$ cat config.mk
export PLATFORM = sky130hd
export DESIGN_NAME = srdiv_step
export DESIGN_NICKNAME = d
export VERILOG_FILES = /design/src/srdiv_pkg.sv /design/src/srdiv_step.sv
export SDC_FILE = /design/constraint.sdc
export NUM_CORES = 1
export LEC_CHECK = 0
export BUFFER_PORTS_ARGS = -buffer_cell sky130_fd_sc_hd__buf_2
export CAP_MARGIN = 20
export CORE_MARGIN = 2
export CORE_UTILIZATION = 53
export CTS_CLUSTER_DIAMETER = 200
export DETAILED_ROUTE_END_ITERATION = 10
export PLACE_DENSITY = 0.86
export SLEW_MARGIN = 10
export SYNTH_ARGS = -nofsm -noshare
export SYNTH_HDL_FRONTEND = slang
export SYNTH_SLANG_ARGS = --single-unit
$ cat constraint.sdc
create_clock -name aclk -period 7.2 [get_ports aclk]
set_input_delay 0.36 -clock aclk [delete_from_list [all_inputs] [get_ports aclk]]
set_output_delay 0.36 -clock aclk [all_outputs]
set_load 0.01 [all_outputs]
$ cat src/srdiv_pkg.sv
// shared types for the signed restoring divider pipeline
package srdiv_pkg;

    typedef struct packed {
        logic neg;
        logic sat;
    } srdiv_flags_t;

endpackage

$ cat src/srdiv_step.sv
// one restoring division step: one quotient bit per register stage
module srdiv_step #(
    parameter int WIDTH = 32
) (
    input  logic                     aclk,
    input  logic                     aresetn,
    input  logic                     en,
    input  logic                     in_vld,
    input  logic [WIDTH-1:0]         in_rem,
    input  logic [WIDTH-1:0]         in_num,
    input  logic [WIDTH-1:0]         in_den,
    input  srdiv_pkg::srdiv_flags_t  in_flags,
    output logic                     out_vld,
    output logic [WIDTH-1:0]         out_rem,
    output logic [WIDTH-1:0]         out_num,
    output logic [WIDTH-1:0]         out_den,
    output srdiv_pkg::srdiv_flags_t  out_flags
);
    import srdiv_pkg::*;

    logic             vld_reg;
    logic [WIDTH-1:0] rem_reg, rem_next;
    logic [WIDTH-1:0] num_reg, num_next;
    logic [WIDTH-1:0] den_reg;
    srdiv_flags_t     flags_reg;
    logic [WIDTH-1:0] rem_sh;
    logic [WIDTH:0]   diff;

    // partial remainder stays below the divisor, so the shifted value fits
    always_comb begin
        rem_sh = {in_rem[WIDTH-2:0], in_num[WIDTH-1]};
        diff   = {1'b0, rem_sh} - {1'b0, in_den};
        if (!diff[WIDTH]) begin
            rem_next = diff[WIDTH-1:0];
            num_next = {in_num[WIDTH-2:0], 1'b1};
        end else begin
            rem_next = rem_sh;
            num_next = {in_num[WIDTH-2:0], 1'b0};
        end
    end

    always_ff @(posedge aclk) begin
        if (!aresetn) begin
            vld_reg <= 1'b0;
        end else if (en) begin
            vld_reg <= in_vld;
        end
    end

    always_ff @(posedge aclk) begin
        if (en) begin
            rem_reg   <= rem_next;
            num_reg   <= num_next;
            den_reg   <= in_den;
            flags_reg <= in_flags;
        end
    end

    assign out_vld   = vld_reg;
    assign out_rem   = rem_reg;
    assign out_num   = num_reg;
    assign out_den   = den_reg;
    assign out_flags = flags_reg;

endmodule

* Word level (Yosys, flattened, before mapping)
Index checks and enable logic that the tools add are counted.
** Word-level totals
- Bits in registers :: 99
- Input bits :: 102
- Output and inout port bits :: 99
- Logic and storage cells :: 9
** Operators by class
- $add $sub $neg :: 1
- Multiplexer cells :: 2
** Operator list (count)
- $sub 32x32->33 :: 1
- $mux 32 :: 1
- $mux 1 :: 1

* Depth between registers and ports, before layout
- Word-level depth :: 2
- Depth in mapped cells :: 13
- Gate-level depth less buffers :: 12

* Worst setup path after synthesis
No wires, ideal clock.
- Path kind :: input -> register
- Start point :: input port in_num[31]
- End point :: register rem_reg[20] (netlist: out_rem[20]), data pin
- Library setup time :: 0.262 ns
- Arrival :: 3.117 ns
- Data required time :: 6.938 ns
- Setup slack :: 3.821 ns
- Cell stages on the path :: 12
- Buffers on the path :: 1
- Cell sequence :: inv_1 ha_1 fa_1 nand2b_1 a21oi_2 o2111ai_1 and2_1 o31a_1 o21a_1 o31ai_4 buf_6 mux2_1
** On the way
- Cells in the longest elaborated chain, start to end :: 2
** Ends and longest elaborated chain
- from (decl) :: line srdiv_step.sv:10 : input logic [WIDTH-1:0] in_num,
- $sub 32x32->33 :: line srdiv_step.sv:32 : diff = {1'b0, rem_sh} - {1'b0, in_den};
- $mux 32 :: line srdiv_step.sv:33 : if (!diff[WIDTH]) begin
- named net rem_next[20] :: line srdiv_step.sv:22 : logic [WIDTH-1:0] rem_reg, rem_next;
- to (signal assigned) :: line srdiv_step.sv:52 : rem_reg <= rem_next;
- to (decl) :: line srdiv_step.sv:22
The timed path passes the listed nets, and every way through them passes these cells.
A chain may end at the register's enable or synchronous reset.

* Final worst setup path
- Start point :: input port in_num[31]
- End point :: register rem_reg[18] (netlist: out_rem[18]), data pin
Same word-level chain as after synthesis.

==> metrics <==
outcome=finished, final reports clean; post-route ant nets=0; vias in the first global route=3,902; PortBufs=199; most common cell in the netlist=edfxtp_1; number of synthesized flops with an enable pin=98; final HPWL from detailed placement=9580 um; Fill cells=719; area grow syn2layout=25.2%; worst-path cell chain=buf_2, inv_1, ha_1, fa_1, nand2b_1, a21oi_2, o2111ai_1, and2_1, o31a_1, o21a_1, o31ai_4, buf_4, mux2_2; Tmin final=3.51 ns; total negative slack=0 ns; fraction of layout cells with a size suffix above 1=35.6%; Initial Utilization=55.0%; maximum vdd drop=0.129 mV; critical path startpoint category=input port; First DRT Iteration DRCs=192; RSZ-0062 raised after global routing=false; Total Die Area=10,500 sq um; area of the multi-input gates=1930 sq um; routed vias/inst=5.37; Critical Path AT=3.62 ns; clk slew on worst S/H paths=0.10 ns; Synth Net Count=564; actual slew at the worst max-slew pin=0.853 ns; clock buffer depth=2; core area=9330 sq um; FFs w/ async S/R, synth=0%; die height=102 um; power density over the cells=217 nW/um^2; sequential share of the synthesized area=57.8%; CTS tree=done; Antenna diodes=0; detailed-route via count=4,099; initial antenna violation count=0; skew final=0 ns; setup repair bufs after CTS=0; final wirelength=12,300 um; register area=2960 sq um; post-CTS sizing=0; post-synthesis sequential element count=99; Max-Cap Viols=0; top cells by count, synth=edfxtp_1 (98), a21oi_1 (46), inv_1 (40); Total GRT Usage=22.2%; Post-Synthesis Cells=429; CTS Sinks=99; fin cells=763; Setup crit end kind=register; I/O pin count=201; crit share post-route=48.8%; Hold Path Cell Cnt=1; H-Tree Level Count=3; Synth Warn #=0; Die X-Extent=102 um; Hold Crit Class=in2reg; critical setup path kind=in2reg; crit path max fanout=28; pin count of the biggest net entering global routing=70; gpl congestion=0.850; post-synth top area share=57.4%; # nets final=764; ys flop type=edfxtp_1; Synth cell types=43; Crit path largest cell delay=0.41 ns; Pre-Repair DR Iteration Count=6; worst skew pair latency=0.35 ns; Placed Cells=747; area leader, netlist=edfxtp_1; final hold violation count=0; buffer type at the clock tree root=clkbuf_8; average size of a mapped cell=11.9 sq um; CTS Hold Bufs=0; Area contributors post-synth=edfxtp_1 (57%), ha_1 (7.8%), a21oi_1 (4.5%); max-slew violations=0; Synth Cell Area=5130 sq um; global-route wire length before repair=18,100 um; final setup fails=0; drt wl/cell=16.1 um; max frequency=285 MHz; Slowest cell on crit path=fa_1; slew margin rel.=43.1%; Worst Path Required=7.30 ns; number of remaining DRC errors=0; row cnt=35; LEAKAGE=2.89 nW; Reg2Reg Depth=2; TritonCTS buffer count=9; GRT overflow=0
-- path summary, 6_finish.rpt --
path / startpoint / to / slack, ns
setup / recovery: in_num[31] / out_rem[18] / 3.69
hold reg to reg: out_vld / out_vld / 0.52
setup reg to reg: out_vld / out_vld / 6.62
hold / removal: in_num[4] / out_num[5] / 0.18
-- cell families after synthesis --
kind of cell | after synthesis | synth area share [%]
buffers and inverters | 53 | 4.52
AND/OR/NAND/NOR | 90 | 7.98
multiplexers | 12 | 2.61
AO/OA/AOI/OAI | 113 | 13.9
flip-flops | 99 | 57.8
XOR/XNOR | 29 | 4.95
adder cells (fa/ha/maj) | 33 | 8.20
-- power breakdown --
| group | switching, mW | leakage [nW] | internal, mW |
|---|---|---|---|
| combinational | 0.195 | 1.83 | 0.145 |
| sequential | 0.0141 | 0.968 | 0.702 |
| clock | 0.203 | 0.0917 | 0.132 |
| total | 0.413 | 2.89 | 0.979 |
-- through the flow --
| step | total power [mW] | cell area [sq um] | setup slack (ns) | util (%) | hold slack [ns] |
|---|---|---|---|---|---|
| 4_1_cts | 1.40 | 6420 | 3.72 | 68.8 | 0.163 |
| 2_1_floorplan | 0.935 | 5130 | 3.82 | - | 0.459 |
| 3_3_place_gp | 1.05 | 6230 | 3.43 | 66.8 | 0.490 |
| 6_report | 1.39 | 6420 | 3.69 | 68.8 | 0.177 |
| 3_5_place_dp | 1.07 | 6230 | 3.36 | 66.8 | 0.501 |
| 5_1_grt | 1.45 | 6420 | 3.52 | 68.8 | 0.156 |
-- worst max-delay path, delay by kind of cell --
kind | cells | cell delay [ns]
compound gates | 5 | 1.33
fa+ha+maj | 2 | 0.63
buf+inv | 3 | 0.46
simple gates | 2 | 0.44
mux | 1 | 0.37
-- registers in the layout, summed over array words and instances (netlist names) --
signal     flops
out_num       32
out_vld        1
out_flags      2
out_rem       32
out_den       32
-- placed cells by master (no fill, tap or decap), drive strengths merged, types with 2 or more instances in the layout --
cell     instances
nor2            37
o31a             3
a21o            14
and2             4
o2111ai          2
a21oi           47
edfxtp          98
o221ai           2
buf            202
o21a             7
inv             41
xor2             9
o211ai           2
ha              32
a31oi            5
nor3             4
a41oi            2
clkbuf           9
nand2b           7
a211oi           4
o21ai           17
a21boi           2
clkinv           5
nand3            7
nor2b            3
mux2            11
nand4            6
xnor2           20
o21bai           2
nand2           19
-- per-layer routing --
metal  wire length, um  share of wire, %  GRT usage, %  up-vias
met5                 0                 0             0        -
met4               294               2.4          8.21        0
met2              6430                52          41.0      200
met3               944               7.7          4.24       28
li1                  -                 -             -     1967
met1              4640                38          25.5     1904
-- cell type report --
cell class              count  area share, %
repair buffers            202           15.9
flip-flops and latches     99           46.2
inverters                  40           2.34
clock buffers               9           1.93
multi-input cells         277           30.1
clock inverters             7           1.01
well taps                 129           2.52
(Power assumes the default switching activity.)
