$ cat config.mk
export PLATFORM = sky130hd
export DESIGN_NAME = srdiv_prep
export DESIGN_NICKNAME = d
export VERILOG_FILES = /design/src/srdiv_pkg.sv /design/src/srdiv_prep.sv
export SDC_FILE = /design/constraint.sdc
export NUM_CORES = 1
export LEC_CHECK = 0
export ABC_AREA = 1
export BUFFER_PORTS_ARGS = -buffer_cell sky130_fd_sc_hd__clkbuf_2
export CAP_MARGIN = 20
export CELL_PAD_IN_SITES_DETAIL_PLACEMENT = 1
export CELL_PAD_IN_SITES_GLOBAL_PLACEMENT = 1
export CORE_ASPECT_RATIO = 1.4
export CORE_MARGIN = 4
export CORE_UTILIZATION = 40
export CTS_CLUSTER_DIAMETER = 80
export DETAILED_ROUTE_END_ITERATION = 7
export PLACE_DENSITY_LB_ADDON = 0.25
export SYNTH_ARGS = -nofsm -noshare
export SYNTH_HDL_FRONTEND = slang
export SYNTH_SLANG_ARGS = --single-unit
$ cat constraint.sdc
create_clock -name aclk -period 2.04 [get_ports aclk]
set_input_delay 0.102 -clock aclk [delete_from_list [all_inputs] [get_ports aclk]]
set_output_delay 0.102 -clock aclk [all_outputs]
set_load 0.005 [all_outputs]
$ cat src/srdiv_pkg.sv
// shared types for the signed restoring divider pipeline
package srdiv_pkg;

    typedef struct packed {
        logic neg;
        logic sat;
    } srdiv_flags_t;

endpackage

$ cat src/srdiv_prep.sv
// input stage: operand magnitudes, result sign and saturation detection
module srdiv_prep #(
    parameter int WIDTH = 32
) (
    input  logic                     aclk,
    input  logic                     aresetn,
    input  logic                     en,
    input  logic                     in_vld,
    input  logic [WIDTH-1:0]         dividend,
    input  logic [WIDTH-1:0]         divisor,
    output logic                     out_vld,
    output logic [WIDTH-1:0]         out_num,
    output logic [WIDTH-1:0]         out_den,
    output srdiv_pkg::srdiv_flags_t  out_flags
);
    import srdiv_pkg::*;

    localparam logic [WIDTH-1:0] SIGN_MIN = {1'b1, {(WIDTH-1){1'b0}}};
    localparam logic [WIDTH-1:0] ALL_ONES = {WIDTH{1'b1}};

    logic         vld_reg;
    logic [WIDTH-1:0] num_reg, num_next;
    logic [WIDTH-1:0] den_reg, den_next;
    srdiv_flags_t flags_reg, flags_next;

    always_comb begin
        num_next       = dividend[WIDTH-1] ? (~dividend + WIDTH'(1)) : dividend;
        den_next       = divisor[WIDTH-1]  ? (~divisor + WIDTH'(1))  : divisor;
        flags_next.neg = dividend[WIDTH-1] ^ divisor[WIDTH-1];
        flags_next.sat = (divisor == '0) || (dividend == SIGN_MIN && divisor == ALL_ONES);
    end

    always_ff @(posedge aclk) begin
        if (!aresetn) begin
            vld_reg <= 1'b0;
        end else if (en) begin
            vld_reg <= in_vld;
        end
    end

    always_ff @(posedge aclk) begin
        if (en) begin
            num_reg   <= num_next;
            den_reg   <= den_next;
            flags_reg <= flags_next;
        end
    end

    assign out_vld   = vld_reg;
    assign out_num   = num_reg;
    assign out_den   = den_reg;
    assign out_flags = flags_reg;

endmodule

### Yosys cells after proc, flatten, opt, wreduce, memory -nomap -nowiden

Index checks and enable logic that the tools add are counted.

| cells by class | value |
|---|---|
| reductions and logical operators | 3 |
| mux-type cells | 2 |
| equal/unequal tests | 2 |
| add/sub/neg operators | 2 |
| bitwise gates (word level) | 3 |

Operators with widths:

| cell | count |
|---|---|
| 32-bit by 1-bit adder with 32-bit output (second input constant) | 2 |
| 32-bit equality test (second input constant) | 2 |
| 32-bit inverter | 2 |
| 31-bit 2-to-1 mux | 2 |
| 32-bit zero test | 1 |
| 1-bit logical AND | 1 |
| 1-bit logical OR | 1 |
| 1-bit XOR | 1 |

| storage, ports and cells | value |
|---|---|
| register bits | 67 |

### Logic depth before layout (Yosys ltp)

| logic depth | value |
|---|---|
| depth after elaboration | 3 |
| mapped depth | 9 |
| gate-level depth less buffers | 9 |

### Worst setup path before layout

OpenSTA, ideal clock, no wires.

| timing | value |
|---|---|
| kind | input to register |
| from | input port dividend[0] |
| to | register num_reg[28], in the netlist out_num[28], data pin |
| arrival | 0.897 ns |
| path slack | 0.891 ns |
| stages | 9 |
| required time | 1.788 ns |
| cell sequence | inv_1 > ha_1 > nand2_1 > nor2_2 > nor2_1 > nor2_4 > nand2_1 > nand2_1 > nand2_1 |

| between the ends | value |
|---|---|
| longest elaborated chain between the ends | 3 |

Ends and longest elaborated chain:

| element | RTL line | text |
|---|---|---|
| from (decl) | srdiv_prep.sv:9 | `input logic [WIDTH-1:0] dividend,` |
| 32-bit inverter | srdiv_prep.sv:27 | `num_next = dividend[WIDTH-1] ? (~dividend + WIDTH'(1)) : dividend;` |
| 32-bit by 1-bit adder with 32-bit output | srdiv_prep.sv:27 |  |
| 31-bit 2-to-1 mux | srdiv_prep.sv:27 |  |
| via num_next[28] | srdiv_prep.sv:22 | `logic [WIDTH-1:0] num_reg, num_next;` |
| to (signal assigned) | srdiv_prep.sv:43 | `num_reg <= num_next;` |
| to (decl) | srdiv_prep.sv:22 |  |

The timed path passes the listed nets, and every way through them passes these cells.
A chain may end at the register's enable or synchronous reset.

### Final worst setup path

Ends and elaborated chain as after synthesis.

==> results.yml <==
floorplanning:
  rows: 44
  die_area_mm2: 0.0122
  die_x_um: 94.5
  start_util: 0.407
  die_y_um: 129
  core-area_mm2: 0.0103
  ios: 135
power_and_ir_drop:
  power_frac_comb: 0.167
  p_switching_mw: 1.03
  vdd_ir_drop_max_uv: 396
  cell_internal_pwr_mw: 2.98
  power.density_mw_per_mm2: 740
  pwr-share-seq: 0.428
  power_switching_share: 0.258
  total_power_mw: 4.01
  p_leak_nw: 2.50
  p_clk_frac: 0.406
finish:
  area.growth.synth_to_final_pct: 29.3
  insertedDiodeCount: 0
  instances_no_fill: 828
  drive_gt1_frac: 0.259
  finalNetCount: 758
clocking:
  cts_buffer_depth: 2
  post-cts-setup-buffers: 0
  holdBufCountCts: 4
  cts_sinks: 67
  clk_pin_slew_worst_paths_ns: 0.05
  h-tree-depth: 3
  postCtsResizedCells: 0
  cts_root_buf: "clkbuf_16"
  cts-buffers-inserted: 9
  tritoncts: "yes"
  worstSkewPairLatency_ns: 0.33
synth:
  ys_seq_area_frac: 0.478
  yosysTopAreaCell: "edfxtp_1"
  synth_common_cells: "198 x nand2_1, 88 x nor2_1, 66 x edfxtp_1"
  synth_area_per_cell_um2: 7.81
  synthDominantCellAreaShare: 0.473
  synth-edff-count: 66
  synth-seq-cells: 67
  synth.distinct_cells: 26
  async_flop_share: 0
  yosys_warnings: 0
  syn_nets: 610
  synth_most_common_cell: "nand2_1"
  netlist_area_mm2: 0.00419
  synth-main-ff-cell: "edfxtp_1"
  synth.area.top_cells: "edfxtp_1 47%, nand2_1 18%, nor2_1 7.9%"
  synthCells: 537
place:
  post-dp-hpwl_mm: 11.3
  portBuffers: 134
  placedCellCount: 808
  gp_congestion: 0.906
setup_path:
  worstPathRequired_ns: 2.13
  cp-start-kind: "input pin"
  arrival_ns: 1.92
  crit_type: "input pin to register"
  crit_path_end_kind: "register"
  cp_max_fo: 5
drt:
  drt_wl_total_mm: 14.0
  drc: 0
  drtIter0Drc: 114
  wire_per_inst_um: 16.9
  via_per_inst: 5.01
  vias: 4148
  dr.pass1.iters: 4
  final_antenna_net_count: 0
global_route:
  grt_max_degree: 27
  grt_pass1_vias: 4522
  grt_pass1_wl_mm: 22.2
  antenna_found_initial: 0
  grt_use_total: 0.241
  grt_overflow_total: 0
sta:
  max_slew_margin: 0.750
  fin_hold_ws_ns: 0.105
  grt_setup_unrepaired: "no"
  finalMaxSlewViolations: 0
  min_period_over_period: 0.895
  hold_viol_final: 0
  fin_crit_ns: 1.83
  tightest_slew_ns: 0.375
  tns_ns: 0
  max_freq_mhz: 548
  skew_ns: 0
  setup_violations: 0
flow_run:
  maxCapViolations: 0
run_status:
  outcome: "finished, final reports clean"
hold_path:
  min_path_type: "input pin to register"
==> critical path, cell delays in order <==
cell and delay (ns):
dlygate4sd3_1 0.54, clkbuf_2 0.12, inv_1 0.10, ha_1 0.21, nand2_1 0.09, nor2_2 0.23, nor2_1 0.13, nor2_4 0.20
nand2_1 0.08, nand2_1 0.07, nand2_1 0.05
==> logic make-up (layout without fill, tap and decap cells) <==
| logic type | after synthesis | count (layout) | share of synthesized area |
|---|---|---|---|
| and+or+nand+nor | 362 | 362 | 0.370 |
| DFF | 67 | 67 | 0.478 |
| adders and majority gates | 5 | 5 | 0.0149 |
| xor gates and xnor gates | 30 | 30 | 0.0627 |
| buffers and inverters | 53 | 206 | 0.0499 |
| AOI/OAI and AO/OA | 20 | 20 | 0.0254 |
==> layout by cell type (no fill, tap or decap) <==
master / count
nor2_2: 10
inv_1: 45
nor2_4: 8
nand2_2: 1
nor2_1: 88
clkinv_2: 2
clkbuf_8: 3
or2_0: 2
edfxtp_1: 66
clkbuf_16: 9
o211ai_1: 1
dfxtp_1: 1
nand2_1: 198
nand3_1: 37
ha_1: 5
inv_2: 2
clkinvlp_4: 1
o21ai_2: 1
o21ai_1: 2
buf_2: 1
or2_2: 1
nor3_1: 3
a21oi_1: 5
buf_4: 3
buf_12: 2
o21ai_0: 11
xnor2_1: 19
dlygate4sd3_1: 4
nand3b_1: 5
xor2_1: 11
clkbuf_2: 133
bufinv_16: 1
nand4_1: 8
nand3_2: 1
==> registers in the layout (all words and copies together) (netlist names) <==
signal / count
out_num: 32
out_den: 32
out_vld: 1
out_flags: 2
==> power by group through the flow <==
stage | Sequential [mW] | Combinational [mW] | Clock, mW
global route | 1.73 | 0.741 | 1.74
floorplan | 1.76 | 0.269 | 0
finish | 1.71 | 0.668 | 1.63
CTS | 1.72 | 0.676 | 1.66
detailed placement | 1.74 | 0.663 | 0
global placement | 1.74 | 0.640 | 0
==> per-stage QoR <==
step	util	instance area, µm²	setup slack (ns)
3_5_place_dp	0.492	5060	0.455
4_1_cts	0.526	5420	0.222
5_1_grt	0.526	5420	0.122
3_3_place_gp	0.492	5060	0.535
2_1_floorplan	-	4190	0.891
6_report	0.526	5420	0.214
==> final timing paths <==
path	from	to	slack [ns]	cells after the start
worst max-delay path	dividend[0]	out_num[28]	0.21	11
worst min-delay path	dividend[16]	out_num[16]	0.11	2
worst max register to register	out_vld	out_vld	0.83	3
worst min register to register	out_vld	out_vld	1.13	3
==> cell type report <==
type                       instances  area (µm²)
clock inverter                     4        47.5
tap                              138         173
timing repair buffer             143         773
clock buffer                      12         267
sequential                        67        2000
inverter                          47         176
fill                            1356        4880
multi-input combinational        417        1980
==> metal layers <==
metal  GRT usage  share of wire  up-vias
met2       0.487           0.57      122
met5           0              0        -
met4       0.100          0.033        0
met3      0.0476          0.047       28
li1            -              -     2028
met1       0.231           0.35     1970
Power figures use the tool's default switching activity.
