### src/srdiv_pkg.sv
// shared types for the signed restoring divider pipeline
package srdiv_pkg;

    typedef struct packed {
        logic neg;
        logic sat;
    } srdiv_flags_t;

endpackage

### src/srdiv_post.sv
// output stage: sign fix-up, saturation and output register
module srdiv_post #(
    parameter int WIDTH = 32
) (
    input  logic                     aclk,
    input  logic                     aresetn,
    input  logic                     en,
    input  logic                     in_vld,
    input  logic [WIDTH-1:0]         in_quo,
    input  srdiv_pkg::srdiv_flags_t  in_flags,
    output logic                     out_vld,
    output logic [WIDTH-1:0]         out_quo
);
    import srdiv_pkg::*;

    localparam logic [WIDTH-1:0] MAX_POS = {1'b0, {(WIDTH-1){1'b1}}};

    logic             vld_reg;
    logic [WIDTH-1:0] quo_reg, quo_next;

    always_comb begin
        if (in_flags.sat) begin
            quo_next = MAX_POS;
        end else if (in_flags.neg) begin
            quo_next = ~in_quo + WIDTH'(1);
        end else begin
            quo_next = in_quo;
        end
    end

    always_ff @(posedge aclk) begin
        if (!aresetn) begin
            vld_reg <= 1'b0;
        end else if (en) begin
            vld_reg <= in_vld;
        end
    end

    always_ff @(posedge aclk) begin
        if (en) begin
            quo_reg <= quo_next;
        end
    end

    assign out_vld = vld_reg;
    assign out_quo = quo_reg;

endmodule

### config.mk
export PLATFORM = sky130hd
export DESIGN_NAME = srdiv_post
export DESIGN_NICKNAME = d
export VERILOG_FILES = /design/src/srdiv_pkg.sv /design/src/srdiv_post.sv
export SDC_FILE = /design/constraint.sdc
export NUM_CORES = 1
export LEC_CHECK = 0
export ABC_AREA = 1
export BUFFER_PORTS_ARGS = -buffer_cell sky130_fd_sc_hd__buf_2
export CAP_MARGIN = 5
export CORE_MARGIN = 2
export CORE_UTILIZATION = 45
export CTS_BUF_LIST = sky130_fd_sc_hd__clkbuf_8 sky130_fd_sc_hd__clkbuf_16
export DETAILED_ROUTE_END_ITERATION = 16
export PLACE_DENSITY = 0.82
export SLEW_MARGIN = 20
export SYNTH_ARGS = -nofsm -noshare
export SYNTH_HDL_FRONTEND = slang
export SYNTH_SLANG_ARGS = --single-unit
### constraint.sdc
create_clock -name aclk -period 1.6 [get_ports aclk]
set_input_delay 0.48 -clock aclk [delete_from_list [all_inputs] [get_ports aclk]]
set_output_delay 0.48 -clock aclk [all_outputs]
set_load 0.03 [all_outputs]
==> Yosys cells after proc, flatten, opt, wreduce, memory -nomap -nowiden <==
Cells that the tools add are included.
{ "classes": {"n_addsub": 1, "n_mux": 1, "n_bitwise": 1} }
{ "op_table": {"columns": ["operator", "n"], "rows": [
  ["$add 32x1->32 const B", 1],
  ["$mux 32", 1],
  ["$not 32->32", 1]
]} }
{ "totals": {"reg_bits": 33, "elab_cells": 5, "out_inout_bits": 33} }

==> Depth between registers and ports, before layout <==
Gate-level depths: netlist of the first run.
{ "depth": {"ltp_word": 3, "ltp_mapped": 9} }

==> Worst setup path after synthesis of the first run <==
OpenSTA, ideal clock, no wires.
{ "synth_path": {"kind": "input port to flip-flop", "from": "input in_quo[0]", "to": "register quo_reg[18], in the netlist out_quo[18] (data pin)", "n_path_buf": 0, "path_stages": 8, "slack_ps": -45, "arrival_time_ps": 1386, "t_required_ps": 1341, "cell_sequence": "inv_1 > ha_1 > nand2_1 > nor2_2 > nand2_1 > nand2_2 > a21oi_1 > or2_1"} }
{ "synth_via": {"elab_chain_cells": 3} }
{ "synth_rtl": {"columns": ["element", "line", "text"], "rows": [
  ["from (decl)", "srdiv_post.sv:9", "input logic [WIDTH-1:0] in_quo,"],
  ["$not 32->32", "srdiv_post.sv:25", "quo_next = ~in_quo + WIDTH'(1);"],
  ["$add 32x1->32", "srdiv_post.sv:25", null],
  ["$mux 32", "srdiv_post.sv:24", "end else if (in_flags.neg) begin"],
  ["to (signal assigned)", "srdiv_post.sv:41", "quo_reg <= quo_next;"],
  ["to (decl)", "srdiv_post.sv:19", "logic [WIDTH-1:0] quo_reg, quo_next;"]
]} }
No other way between the ends.
A chain may end at the register's enable or synchronous reset.

==> Worst setup path after layout of the first run <==
{ "layout_path": {"from": "input in_quo[0]", "to": "register quo_reg[19], in the netlist out_quo[19] (data pin)"} }
Same word-level chain as after synthesis.

==> results of run 1 <==
worst paths after layout:
| kind | cells past startpoint | to | slack [ns] | startpoint |
|---|---|---|---|---|
| setup reg to reg | 2 | out_vld$_SDFFE_PN0P_ | 0.96 | out_vld$_SDFFE_PN0P_ |
| setup / recovery | 10 | out_quo[19]$_SDFFCE_PP1P_ | 0.09 | in_quo[0] |
| hold reg to reg | 2 | out_vld$_SDFFE_PN0P_ | 0.56 | out_vld$_SDFFE_PN0P_ |
| hold / removal | 3 | out_vld$_SDFFE_PN0P_ | 0.42 | in_vld |
critical path, cell delays in order:
cell and delay [ns]:
buf_2 0.10, inv_2 0.07, buf_4 0.12, nand2_2 0.11
nor2_8 0.19, nand2_4 0.08, nor2_1 0.15, nor2_1 0.08
nand2_1 0.07, nand3_1 0.09
timing repair:
| item | 4_1_cts | 5_1_grt |
|---|---|---|
| endpoints found under the setup margin | 0 | 4 |
| gates resized for setup | 0 | 3 |
| hold endpoints to repair | 0 | 0 |
| hold buffers | 0 | 0 |
cells in the final DEF, fill, tap and decap left out, types with 5 or more instances in the layout:
cell type	instances
a21oi_1	13
nand2_2	6
nor2_1	39
edfxtp_1	32
nand3_1	32
o21ai_0	21
clkbuf_8	5
nand2_1	55
nand3b_1	6
inv_1	22
buf_2	70
buf_4	40
nand4_1	6
synth_stat cells:
library cell,number
and2_1,1
nor3_1,4
ha_1,1
a21o_1,1
o21ai_4,1
nand2_1,57
nand2_2,4
nand3b_1,6
edfxtp_1,32
nor2_8,1
nor2_2,4
clkbuf_1,3
dfxtp_1,1
nand3_1,32
inv_2,1
a21oi_1,13
buf_1,1
or2_1,1
nand4_1,6
o21ai_2,1
buf_2,3
o21ai_1,4
nor2_1,39
o21ai_0,21
inv_1,22
nand2_4,3
nor2_4,2
routing by layer:
layer	vias to the layer above	part of all wire, %
li1	1125	-
met5	-	0
met3	11	6.9
met1	1054	40
met4	0	1.6
met2	89	51
layout make-up:
| type | instances | area [um2] |
|---|---|---|
| fill | 378 | 1509 |
| tap | 52 | 65.06 |
| multi-input combinational | 202 | 1020 |
| clock buffer | 5 | 68.82 |
| timing repair buffer | 111 | 670.6 |
| inverter | 23 | 86.33 |
| sequential | 33 | 980.9 |
| clock inverter | 3 | 13.76 |
kinds of logic after synthesis:
kind of cell / count (synthesis)
buffers and inverters: 30
AO/OA/AOI/OAI: 41
AND/OR/NAND/NOR: 160
flip-flops: 33
adder cells (fa/ha/maj): 1
power groups by stage:
stage / logic, mW / registers (mW) / clock network, mW
after CTS: 0.604 / 1.05 / 0.609
after global placement: 0.585 / 1.07 / 0
after floorplan: 0.176 / 1.23 / 0
final: 0.610 / 1.05 / 0.611
after global routing: 0.660 / 1.06 / 0.647
after detailed placement: 0.600 / 1.07 / 0
flip-flops by register name, summed over array words and instances (netlist names):
name,flops
out_quo,32
out_vld,1
==> results.ini, run 1 <==
[run_status]
outcome = completed

[yosys]
syn_area_per_cell_um2 = 7.904
ys_types = 27
synth_top_area_share_pct = 45.88
synth_area_um2 = 2095
synthCells = 265
synth_nets = 304
synth-simple-area-share_pct = 36.38
synthTopCellsByArea = edfxtp_1 (46%), nand2_1 (10%), nand3_1 (7.6%)
seq_area_frac_synth_pct = 46.83
synth.area.mux_share_pct = 0
synth_top_family_by_area = simple AND/OR/NAND/NOR gates
yosysTopAreaCell = edfxtp_1
synthXorXnorAreaFrac_pct = 0
synth_compound_area_share_pct = 10.63
synth_fa_ha_area_share_pct = 0.5974
ys_seq_elements = 33
yosys_warnings = 0

[drt]
drtAntennaViolNets = 0
wirelength_um = 5844
wl_per_cell_um = 13.62
dr.pass1.iters = 4
dr.first_iter.drc_count = 161
vias_per_cell = 5.312
drc = 0
vias = 2279

[power]
p_sw_mw = 0.7294
powerDensity_nw_per_um2 = 782.0
fin_total_pwr_mw = 2.272
pwr-share-comb_pct = 26.8
sw_frac_of_total_pct = 32.10
clkPwrFrac_pct = 26.9
seq_power_share_pct = 46.3
internal_power_mw = 1.543
max-vdd-ir-drop_mv = 0.5598
p_leak_nw = 1.363

[grt]
use_met2_pct = 41.79
grt_pass1_vias = 2178
grt_overflow = 0
grt.busiest_layer = met2
grt_pass1_wl_um = 9694
grt_max_degree = 35
grtUsageMet1_pct = 29.45
use_met3_pct = 3.750
grt_usage_pct = 23.90
grt_antenna_before_repair = 0

[timing]
finalSetupViolCount = 0
finalSetupTns_ns = 0
hold_slack_ns = 0.4218
fmax_ghz = 0.6630
final_hold_viol_count = 0
finClkSkew_ns = 0
maxSlewHeadroom_pct = 81.87
min_period_ns = 1.508
rsz0062_at_grt = no
worst_slack_ns = 0.09167
period_share_pct = 94.27
tightest_slew_ns = 0.2690
drv_slew = 0

[place]
dpl.cell_count = 421
pre_cts_slack_ns = -0.2313
io_buffer_count = 70
dpl.hpwl_um = 4482
gp_congestion = 0.8625
placed_area_um2 = 2805

[critical_path]
required_ns = 1.62
cp-start-kind = input pin
worstSetupPathType = input pin to flop
worst_ep_arrival_time_ns = 1.53
end_kind = flop
cp_max_fo = 5

[floorplanning]
die_h_um = 72.23
fp.dieW_um = 72.23
rows = 24
io_pins = 71
core-area_um2 = 4414
die_area_um2 = 5216
start_util_pct = 47.45

[final_layout]
final_area_um2 = 2905
utilization_pct = 65.82
diodes = 0
syn_to_final_growth_pct = 38.71
fin_nets = 415
drive_above_1_share_pct = 36.87
finalNonFillerCells = 429

[clock_network]
cts_tree = done
cts_setup_buffers = 0
clk_pin_slew_worst_paths_ns = 0.07
htreeDepth = 2
cts-root-buf = clkbuf_8
clock_path_buffers = 2
cts_sinks = 33
worstSkewPairLatency_ns = 0.29
cts_buffers = 5

[worst_hold_path]
hp-class = input pin to flop

[job]
cap_violations = 0

No activity file was read; power rests on OpenSTA's default activity.
==> run 2, diff against run 1 <==
--- a/config.mk
+++ b/config.mk
@@ -5,14 +5,13 @@
 export SDC_FILE = /design/constraint.sdc
 export NUM_CORES = 1
 export LEC_CHECK = 0
-export ABC_AREA = 1
 export BUFFER_PORTS_ARGS = -buffer_cell sky130_fd_sc_hd__buf_2
 export CAP_MARGIN = 5
 export CORE_MARGIN = 2
 export CORE_UTILIZATION = 45
 export CTS_BUF_LIST = sky130_fd_sc_hd__clkbuf_8 sky130_fd_sc_hd__clkbuf_16
 export DETAILED_ROUTE_END_ITERATION = 16
-export PLACE_DENSITY = 0.82
+export PLACE_DENSITY = 0.8
 export SLEW_MARGIN = 20
 export SYNTH_ARGS = -nofsm -noshare
 export SYNTH_HDL_FRONTEND = slang
==> run 2 against run 1 <==
The run now ends with negative setup slack left. Non-clock buffer count increased by 32. Critical path depth decreased by 4. Via count increased by 14%. Synthesized cell count decreased by 11%. Power increased by 7.0%. Sequential power about the same. Fmax decreased by 23%. Cell count increased by 2.8%.
==> results.ini, run 2 <==
[critical_path]
cp_max_fo = 5  ; unchanged
required_ns = 1.69  ; +0.07 ns
cp-start-kind = input pin
end_kind = flop
worstSetupPathType = input pin to flop
worst_ep_arrival_time_ns = 2.04  ; +0.51 ns

[drt]
dr.first_iter.drc_count = 269  ; +67%
vias_per_cell = 5.887  ; +11%
drc = 0  ; unchanged
wl_per_cell_um = 17.17  ; +26%
vias = 2596  ; +14%
wirelength_um = 7571  ; +30%
drtAntennaViolNets = 0  ; unchanged
dr.pass1.iters = 5  ; +1

[yosys]
synthTopCellsByArea = edfxtp_1 (41%), nor4_4 (3.6%), clkbuf_8 (3.5%)
synthArstFlopShare_pct = 0  ; unchanged
synth_edf_count = 32  ; unchanged
yosysTopAreaCell = edfxtp_1
synth_area_um2 = 2362  ; +13%
yosysMostFrequentCell = edfxtp_1
seq_area_frac_synth_pct = 41.53  ; -5.3 points
synth_top_area_share_pct = 40.68  ; -5.2 points
synth-main-ff-cell = edfxtp_1
yosys_warnings = 0  ; unchanged
synth_common_cells = edfxtp_1 (32), nand2_1 (22), nor2_1 (22), nor3_1 (16), clkbuf_1 (10)
syn_area_per_cell_um2 = 9.967  ; +26%
ys_types = 46  ; +70%
ys_seq_elements = 33  ; unchanged
synthCells = 237  ; -11%
synth_nets = 276  ; -9.2%

[clock_network]
cts_sinks = 33  ; unchanged
clk_pin_slew_worst_paths_ns = 0.06  ; about the same
cts_buffers = 5  ; unchanged
worstSkewPairLatency_ns = 0.28  ; about the same
cts_tree = done
clock_path_buffers = 2  ; unchanged
cts-root-buf = clkbuf_8
ctsHoldBuffers = 0  ; unchanged
htreeDepth = 2  ; unchanged

[grt]
grt_antenna_before_repair = 0  ; unchanged
grt_usage_pct = 22.16  ; -1.7 points
grt_overflow = 0  ; unchanged
grt_max_degree = 21  ; -40%
grt_pass1_vias = 2328  ; +6.9%
grt_pass1_wl_um = 10420  ; +7.5%

[floorplanning]
fp.dieW_um = 76.46  ; +5.9%
die_h_um = 76.46  ; +5.9%
start_util_pct = 46.55  ; -0.90 points
io_pins = 71  ; unchanged
rows = 26  ; +8.3%
core-area_um2 = 5075  ; +15%
die_area_um2 = 5845  ; +12%

[final_layout]
diodes = 0  ; unchanged
fin_nets = 409  ; -1.4%
final_cell_mix = buf_2 (67), buf_4 (61), edfxtp_1 (32)
drive_above_1_share_pct = 53.64  ; +17 points
utilization_pct = 71.06  ; +5.2 points
layout_commonest_cell = buf_2
finalNonFillerCells = 441  ; +2.8%
final_area_um2 = 3606  ; +24%
largest_reg_flops = 32  ; unchanged
syn_to_final_growth_pct = 52.65

[place]
dpl.hpwl_um = 4713  ; +5.2%
placed_area_um2 = 3217  ; +15%
dpl.cell_count = 418  ; -0.71%
gp_congestion = 0.8121  ; -5.8%
io_buffer_count = 70  ; unchanged
pre_cts_slack_ns = -0.6391  ; -0.4078 ns

[timing]
hold_slack_ns = 0.4435  ; +0.02168 ns
period_share_pct = 122.0  ; +28 points
maxSlewHeadroom_pct = 71.35  ; -11 points
tightest_slew_ns = 0.4293  ; +0.1602 ns
finClkSkew_ns = 0  ; unchanged
finalSetupTns_ns = -5.541  ; -5.541 ns
rsz0062_at_grt = yes
drv_slew = 0  ; unchanged
final_hold_viol_count = 0  ; unchanged
worst_slack_ns = -0.3517  ; -0.4434 ns
min_period_ns = 1.952  ; +0.4434 ns
fmax_ghz = 0.5124  ; -23%
finalSetupViolCount = 20  ; +20

[power]
clkPwrFrac_pct = 24.9  ; -2.0 points
sw_frac_of_total_pct = 32.97  ; +0.87 points
max-vdd-ir-drop_mv = 0.3483  ; -38%
internal_power_mw = 1.630  ; +5.7%
powerDensity_nw_per_um2 = 674.4  ; -14%
p_sw_mw = 0.8018  ; +9.9%
seq_power_share_pct = 43.6  ; -2.7 points
fin_total_pwr_mw = 2.432  ; +7.0%
pwr-share-comb_pct = 31.5  ; +4.7 points
p_leak_nw = 1.498  ; +9.9%

[run_status]
violations = negative setup slack
outcome = finished, violations left

[worst_hold_path]
hp-class = input pin to flop

[job]
cap_violations = 0  ; unchanged

-- run 2: logic make-up after synthesis --
group                    share of synthesized area [%]
multiplexers                                     1.695
adder cells (fa/ha/maj)                         0.5296
flip-flops                                       41.53
XOR/XNOR                                         5.191
buffers and inverters                            6.356
AO/OA/AOI/OAI                                    12.50
AND/OR/NAND/NOR                                  32.20
-- run 2: path summary, 6_finish.rpt --
kind | startpoint | end | slack (ns) | depth (start not counted)
max | in_quo[5] | out_quo[30]$_SDFFCE_PP1P_ | -0.35 | 6
min | aresetn | out_vld$_SDFFE_PN0P_ | 0.44 | 2
max reg2reg | out_vld$_SDFFE_PN0P_ | out_vld$_SDFFE_PN0P_ | 1.01 | 2
min reg2reg | out_vld$_SDFFE_PN0P_ | out_vld$_SDFFE_PN0P_ | 0.53 | 2
-- run 2: power groups by stage --
stage / registers [mW] / logic, mW / clock network, mW
6_report: 1.06 / 0.765 / 0.606
5_1_grt: 1.07 / 0.807 / 0.640
4_1_cts: 1.06 / 0.705 / 0.598
3_5_place_dp: 1.08 / 0.694 / 0
3_3_place_gp: 1.08 / 0.679 / 0
2_1_floorplan: 1.25 / 0.224 / 0
-- run 2: metal layers --
layer / vias to the layer above / global-route usage (%) / part of all wire, % / wire, um
li1: 1174 / - / - / -
met1: 1229 / 25.23 / 38 / 2884
met2: 162 / 40.44 / 51 / 3899
met3: 31 / 4.265 / 7.1 / 541
met4: 0 / 9.091 / 3.2 / 246
met5: - / 0 / 0 / 0
-- run 2: timing repair --
action / CTS / global route
gates cloned: 0 / 1
endpoints found under the setup margin: 20 / 21
pin swaps: 9 / 13
resized for setup: 7 / 26
setup buffers: 4 / 10
-- run 2: final cells by class --
| cell class | count | area, um2 |
|---|---|---|
| Clock buffer | 5 | 68.82 |
| Multi-Input combinational cell | 182 | 1418 |
| Timing Repair Buffer | 143 | 1020 |
| Tap cell | 70 | 87.58 |
| Fill cell | 342 | 1469 |
| Clock inverter | 3 | 12.51 |
| Inverter | 5 | 18.77 |
| Sequential cell | 33 | 980.9 |
-- run 2: worst max-delay path, stage by stage --
cell	delay [ns]
buf_2	0.11
or4_4	0.57
buf_6	0.16
nor4_4	0.31
a21oi_1	0.14
a311oi_1	0.26
